`src/hdl/gss_pkg.sv`:
```
// ----------------------------------------------------------------------------
// gss_pkg: shared types and constants for the Gauss-Seidel sweep block
// Register indexes, request codes, datapath widths and the control struct
// passed from the sequencer to the arithmetic unit.
// ----------------------------------------------------------------------------
package gss_pkg;

   localparam int DEF_MAX_UNKNOWNS = 16;
   localparam int DEF_FRAC_BITS    = 16;

   localparam int VAL_W  = 32;
   localparam int PROD_W = 64;
   localparam int ACC_W  = 72;
   localparam int REM_W  = VAL_W + 1;
   localparam int DCNT_W = $clog2(ACC_W);

   localparam int CSR_IDX_W  = 2;
   localparam int CSR_DATA_W = 31;

   localparam logic [CSR_IDX_W-1:0] CSR_SIZE_IN_USE   = 2'd0;
   localparam logic [CSR_IDX_W-1:0] CSR_PIVOT_EPSILON = 2'd1;

   localparam logic [1:0] REQ_WRITE_MATRIX = 2'd0;
   localparam logic [1:0] REQ_WRITE_RHS    = 2'd1;
   localparam logic [1:0] REQ_WRITE_X      = 2'd2;
   localparam logic [1:0] REQ_RUN_SWEEP    = 2'd3;

   typedef struct packed {
      logic init;
      logic mac;
      logic div_load;
      logic div_step;
   } gss_ctrl_type;

endpackage

```
`src/hdl/gss_arith.sv`:
```
// ----------------------------------------------------------------------------
// gss_arith: shared multiply-accumulate and restoring divider
// One registered 32x32 multiplier feeding a wide accumulator, and a divider
// that retires one quotient bit per cycle, with saturation to 32 bits.
// ----------------------------------------------------------------------------
module gss_arith
   import gss_pkg::*;
#(
   parameter int FRAC_BITS = DEF_FRAC_BITS
) (
   input  logic                    clock,
   input  logic                    reset,
   input  gss_ctrl_type            ctrl,
   input  logic signed [VAL_W-1:0] b_value,
   input  logic signed [VAL_W-1:0] a_value,
   input  logic signed [VAL_W-1:0] x_value,
   input  logic signed [VAL_W-1:0] diag_value,
   input  logic        [VAL_W-1:0] d_mag,
   output logic                    mac_busy,
   output logic signed [VAL_W-1:0] q_value,
   output logic                    q_sat
);

   logic signed [PROD_W-1:0] prod_ff, prod_in;
   logic                     prod_v_ff, prod_v_in;
   logic signed [ACC_W-1:0]  acc_ff, acc_in;
   logic        [ACC_W-1:0]  m_ff, m_in;
   logic        [REM_W-1:0]  r_ff, r_in;
   logic        [REM_W-1:0]  q_ff, q_in;
   logic                     sticky_ff, sticky_in;
   logic                     neg_ff, neg_in;
   logic        [VAL_W-1:0]  d_ff, d_in;
   logic        [REM_W-1:0]  r_sh;
   logic                     ge;
   logic        [REM_W-1:0]  limit;
   logic        [VAL_W-1:0]  mag;

   always_comb begin
      prod_in   = a_value * x_value;
      prod_v_in = ctrl.mac;
      acc_in    = acc_ff;
      if (ctrl.init) begin
         acc_in = ACC_W'(b_value) <<< FRAC_BITS;
      end else if (prod_v_ff) begin
         acc_in = acc_ff - ACC_W'(prod_ff);
      end
      r_sh      = {r_ff[REM_W-2:0], m_ff[ACC_W-1]};
      ge        = r_sh >= {1'b0, d_ff};
      m_in      = m_ff;
      r_in      = r_ff;
      q_in      = q_ff;
      sticky_in = sticky_ff;
      neg_in    = neg_ff;
      d_in      = d_ff;
      if (ctrl.div_load) begin
         neg_in    = acc_ff[ACC_W-1] ^ diag_value[VAL_W-1];
         m_in      = acc_ff[ACC_W-1] ? ACC_W'(-acc_ff) : ACC_W'(acc_ff);
         r_in      = '0;
         q_in      = '0;
         sticky_in = 1'b0;
         d_in      = d_mag;
      end else if (ctrl.div_step) begin
         m_in      = m_ff << 1;
         r_in      = ge ? r_sh - {1'b0, d_ff} : r_sh;
         q_in      = {q_ff[REM_W-2:0], ge};
         sticky_in = sticky_ff | q_ff[REM_W-1];
      end
   end

   always_ff @(posedge clock) begin
      if (reset) begin
         prod_v_ff <= 1'b0;
      end else begin
         prod_v_ff <= prod_v_in;
      end
      prod_ff   <= prod_in;
      acc_ff    <= acc_in;
      m_ff      <= m_in;
      r_ff      <= r_in;
      q_ff      <= q_in;
      sticky_ff <= sticky_in;
      neg_ff    <= neg_in;
      d_ff      <= d_in;
   end

   always_comb begin
      limit    = neg_ff ? REM_W'(33'h0_8000_0000) : REM_W'(33'h0_7FFF_FFFF);
      q_sat    = sticky_ff | (q_ff > limit);
      mag      = q_sat ? limit[VAL_W-1:0] : q_ff[VAL_W-1:0];
      q_value  = neg_ff ? VAL_W'(-mag) : VAL_W'(mag);
      mac_busy = prod_v_ff;
   end

endmodule
```
`config.mk`:
```
export PLATFORM = sky130hd
export DESIGN_NAME = gss_arith
export DESIGN_NICKNAME = d
export VERILOG_FILES = /design/src/hdl/gss_pkg.sv /design/src/hdl/gss_arith.sv
export SDC_FILE = /design/constraint.sdc
export NUM_CORES = 2
export LEC_CHECK = 0
export BUFFER_PORTS_ARGS = -buffer_cell sky130_fd_sc_hd__buf_4
export CAP_MARGIN = 20
export CORE_UTILIZATION = 40
export CTS_CLUSTER_SIZE = 25
export DETAILED_ROUTE_END_ITERATION = 8
export PLACE_DENSITY_LB_ADDON = 0.15
export RECOVER_POWER = 50
export SKIP_LAST_GASP = 1
export SLEW_MARGIN = 20
export SYNTH_ARGS = -nofsm -noshare
export SYNTH_HDL_FRONTEND = slang
export SYNTH_SLANG_ARGS = --single-unit
```
`constraint.sdc`:
```
create_clock -name clock -period 8.9 [get_ports clock]
set_input_delay 0.89 -clock clock [delete_from_list [all_inputs] [get_ports clock]]
set_output_delay 0.89 -clock clock [all_outputs]
set_load 0.005 [all_outputs]
```
# == Word level (Yosys, flattened, before mapping) ==
# Cells that the tools add are included.
# classes
n_addsub,4
n_mul,1
div,0
n_lt_le_gt_ge,2
eq_ne,0
shifts,0
muxes,9
n_bitwise,3
reduce_logical,2
# ops
op,count
two-way mux 72 bit,5
two-way mux 32 bit,4
negator 72 bit,1
subtractor 72 x 64 -> 72 bit,1
multiplier 32 x 32 -> 64 bit,1
greater-or-equal comparator 33 x 32 -> 1 bit,1
> comparator 33 x 32 -> 1 bit,1
negator 32 bit,1
subtractor 32 bit,1
nonzero test 2 bit,2
OR 1 bit,2
bitwise XOR 1 bit,1
# totals
register_bits,308
latchBits,0
mem_bits_rw,0
mem_bits_ro,0
inputBits,166
out_inout_bits,34
wordCells,31
n_memories,0

# == Longest topological paths before layout ==
# depth
ltp_word,6
depth_mapped,30
ltp_nobuf,29

# == Worst setup path after synthesis ==
# No wires, ideal clock.
# synth_timing
path_kind,input -> register
start,input x_value[2]
end,register prod_ff[63]
setup_time_ns,0.128
t_arrival_ns,7.971
t_required_ns,8.772
slack_ns,0.801
path_stages,26
path_buffers,2
cell_sequence,clkbuf_1 -> nand2_1 -> inv_1 -> fa_1 -> fa_1 -> fa_1 -> fa_1 -> inv_1 -> fa_1 -> inv_1 -> fa_1 -> fa_1 -> fa_1 -> ha_1 -> clkbuf_1 -> a21o_1 -> a21oi_1 -> o21ai_0 -> a21oi_1 -> o21bai_1 -> a211oi_1 -> o21bai_1 -> a21oi_1 -> o31ai_1 -> mux2i_1 -> nand4_1
# synth_between
elab_chain_len,1
# synth_rtl
item,line_no,source
from (decl),gss_arith.sv:16,"input logic signed [VAL_W-1:0] x_value,"
multiplier 32 x 32 -> 64 bit,gss_arith.sv:39,prod_in = a_value * x_value;
named net prod_in[63],gss_arith.sv:24,"logic signed [PROD_W-1:0] prod_ff, prod_in;"
to (signal assigned),gss_arith.sv:76,prod_ff <= prod_in;
to (decl),gss_arith.sv:24,
# The timed path passes the listed nets, and every way through them passes these cells.
# A chain may end at the register's enable or synchronous reset.

# == Worst setup path after layout ==
# layout_timing
start,input x_value[10]
end,register prod_ff[60]
# The elaborated chain is that of the path after synthesis.

==> flow_summary_export.csv <==
group,metric,value,unit
status,run_status,"finished with violations",
status,violations,"capacitance limit, slew limit",
detailed_routing,vias,39750,
hold_path,min_to,"sticky_ff",
detailed_routing,drt-vias-per-instance,5.079,
detailed_routing,wl,142800,um
placement,dp_hpwl,116400,um
worst_setup_path,slowest_stage,"fa_1",
sta,final.min_clock_period,8196,ps
detailed_routing,antenna_left,0,
clocking,ctsHoldBuffers,0,
worst_setup_path,critical_path_class,"in -> reg",
global_route,grt_pass1_vias,42400,
clocking,cts_buffers,35,
sta,tightest_slew,3815,ps
clocking,post_cts_buffers,0,
detailed_routing,drt_iter0_drc,2236,
logic_synthesis,synthArstFlopShare,0,
global_route,grt_max_degree,90,
worst_setup_path,cp.required,9330,ps
logic_synthesis,synth_nets,7602,
floorplanning,die_h,374.4,um
floorplanning,initial_core_util,0.4035,
detailed_routing,wl_per_cell,18.24,um
clocking,cts_tree,"done",
hold_path,min_path_cells,2,
global_route,grt_usage,0.2088,
worst_setup_path,worstPathArrival,8630,ps
sta,tns,0,ps
layout,drive_above_1_share,0.05141,
global_route,grt_overflow_total,0,
worst_setup_path,cpPeakStageDelay,650,ps
clocking,path_clk_slew,60,ps
worst_setup_path,r2r_cells,14,
hold_path,hold_start,"sticky_ff",
worst_setup_path,critPathBufInv,6,
layout,nets,7574,
clocking,clk-insertion-delay-late,560,ps
clocking,clk_path_buf_depth,3,
floorplanning,die_area,140200,um^2
clocking,cts_root_buf,"clkbuf_16",
global_route,antenna_found_initial,5,
floorplanning,core_area,137500,um^2
job,cap_violations,7,
sta,max_freq,122.0,MHz
sta,fin_crit_sh,0.9209,
floorplanning,fp.dieW,374.4,um
layout,synthToLayoutAreaGrowth,7.437,%
worst_setup_path,worstPathMaxFanout,19,
worst_setup_path,startpoint_type,"primary input",
logic_synthesis,syn_inst,6031,
sta,maxSlewViolCount,500,
clocking,cts_resized,0,
logic_synthesis,ys.flop_type,"edfxtp_1",
logic_synthesis,synth_area,55470,um^2
placement,io_buffers,168,
clocking,clock-sinks,308,
global_route,grt_pass1_wl,234500,um
worst_setup_path,rr_endpoint,"acc_ff[52]",
sta,rsz0062_at_grt,"false",
floorplanning,ios,200,
detailed_routing,drc,0,
sta,final-setup-viol-count,0,
worst_setup_path,rrSetupSlack,3980,ps
sta,hold_viol,0,
clocking,h-tree-depth,2,
logic_synthesis,yosysSeqAreaShare,0.1402,
worst_setup_path,cpMostUsedCell,"fa_1",
hold_path,hp-class,"reg -> reg",
sta,finalClockSkew,38.71,ps
placement,place.gp.congestion,0.8317,
worst_setup_path,end_kind,"flip-flop",
logic_synthesis,ys_types,72,
floorplanning,num_rows,136,
detailed_routing,dr.pass1.iters,8,
worst_setup_path,critical_path.top_delay_family,"adder cells",
logic_synthesis,synth-seq-cells,308,
logic_synthesis,syn_area_per_cell,9.198,um^2
logic_synthesis,synth-edff-count,161,
worst_setup_path,r2r-start,"acc_ff[0]",
sta,slew_headroom,-1.543,
logic_synthesis,yosysWarnings,0,
-- worst min-delay path, stage by stage (launching register included) --
cell and delay, ps:
dfxtp_1 340, a21oi_1 50, nor2_1 70
-- final cells by class --
| cell class | instances | area, um^2 |
|---|---|---|
| well taps | 1794 | 2245 |
| clock inverters | 20 | 290.3 |
| repair buffers | 232 | 1693 |
| clock buffers | 44 | 993.5 |
| inverters | 1115 | 4185 |
| diodes | 2 | 5.005 |
| flip-flops and latches | 308 | 7777 |
| multi-input cells | 4311 | 42410 |
| fillers | 13700 | 77890 |
-- registers in the layout (all words and copies together), names as in the netlist --
name,count
sticky_ff,1
q_ff,33
prod_ff,64
d_ff,32
acc_ff,72
r_ff,32
neg_ff,1
mac_busy,1
m_ff,72
-- how the worst max path moves through the flow --
stage	from	end	slack [ps]	cells after the start
finish	x_value[10]	prod_ff[60]	700	27
global route	x_value[6]	prod_ff[63]	350	26
CTS	x_value[8]	prod_ff[63]	750	26
detailed placement	x_value[6]	prod_ff[63]	180	26
global placement	x_value[8]	prod_ff[63]	150	26
floorplan	x_value[2]	prod_ff[63]	800	26
-- synth_stat cells (all sizes together), types with 8 or more instances --
| cell | n | area share |
|---|---|---|
| a211oi | 40 | 0.0054 |
| a21o | 117 | 0.016 |
| a21oi | 279 | 0.025 |
| a31oi | 18 | 0.0020 |
| and2 | 523 | 0.059 |
| and3 | 24 | 0.0027 |
| buf | 13 | 0.00090 |
| clkbuf | 284 | 0.019 |
| dfxtp | 147 | 0.053 |
| edfxtp | 161 | 0.087 |
| fa | 1084 | 0.39 |
| ha | 321 | 0.072 |
| inv | 1113 | 0.075 |
| mux2i | 60 | 0.011 |
| nand2 | 669 | 0.045 |
| nand2b | 28 | 0.0032 |
| nand3 | 34 | 0.0031 |
| nand4 | 43 | 0.0048 |
| nor2 | 263 | 0.018 |
| nor2b | 40 | 0.0045 |
| nor3 | 40 | 0.0036 |
| nor4 | 9 | 0.0010 |
| o211ai | 25 | 0.0034 |
| o21a | 30 | 0.0041 |
| o21ai | 191 | 0.017 |
| o21bai | 29 | 0.0039 |
| o31a | 8 | 0.0013 |
| o31ai | 34 | 0.0046 |
| o41ai | 11 | 0.0019 |
| or2 | 13 | 0.0015 |
| or3 | 29 | 0.0035 |
| or4 | 18 | 0.0026 |
| xnor2 | 110 | 0.017 |
| xor2 | 119 | 0.019 |
-- cells by family (layout without fill, tap and decap cells) --
kind of cell,Yosys count,count (layout),synth area share
AOI/OAI and AO/OA,860,860,0.09728
xor gates and xnor gates,229,229,0.03616
adders and majority gates,1405,1405,0.4636
buffers and inverters,1412,1411,0.09557
DFF,308,308,0.1402
muxes,64,64,0.01164
other,0,2,0
and+or+nand+nor,1753,1753,0.1555
-- cell usage in the layout (no fill, tap or decap), drive strengths merged, types with 7 or more instances in the layout --
cell | synthesis | final
a211o | 7 | 7
a211oi | 40 | 40
a21o | 117 | 117
a21oi | 279 | 279
a221o | 7 | 7
a31oi | 18 | 18
and2 | 523 | 523
and3 | 24 | 24
buf | 13 | 191
clkbuf | 284 | 85
clkinv | 2 | 12
dfxtp | 147 | 147
edfxtp | 161 | 161
fa | 1084 | 1084
ha | 321 | 321
inv | 1113 | 1114
mux2i | 60 | 60
nand2 | 669 | 669
nand2b | 28 | 28
nand3 | 34 | 34
nand4 | 43 | 43
nor2 | 263 | 263
nor2b | 40 | 40
nor3 | 40 | 40
nor4 | 9 | 9
o211ai | 25 | 25
o21a | 30 | 30
o21ai | 191 | 191
o21bai | 29 | 29
o31a | 8 | 8
o31ai | 34 | 34
o41ai | 11 | 11
or2 | 13 | 13
or3 | 29 | 29
or4 | 18 | 18
xnor2 | 110 | 110
xor2 | 119 | 119
-- metrics by stage --
step	cells	util	instance area (um^2)	worst slack (ps)	hold WS, ps
after global routing	7825	0.4334	59590	351.1	507.8
after CTS	7824	0.4338	59650	749.7	474.5
final	7826	0.4335	59600	703.7	485.9
after detailed placement	7760	0.4245	58370	178.5	482.0
after floorplan	6031	-	55470	801.2	438.6
after global placement	7760	0.4245	58370	148.2	477.5
-- routing by layer --
metal | global-route usage | share of wire
met2 | 0.3265 | 0.44
met3 | 0.02441 | 0.044
met5 | 0 | 0.00024
met4 | 0.04338 | 0.020
met1 | 0.3102 | 0.49
Power is left out: the tool's default activity adds up to more than one toggle a clock period on the data nets, which glitch-free logic cannot reach.
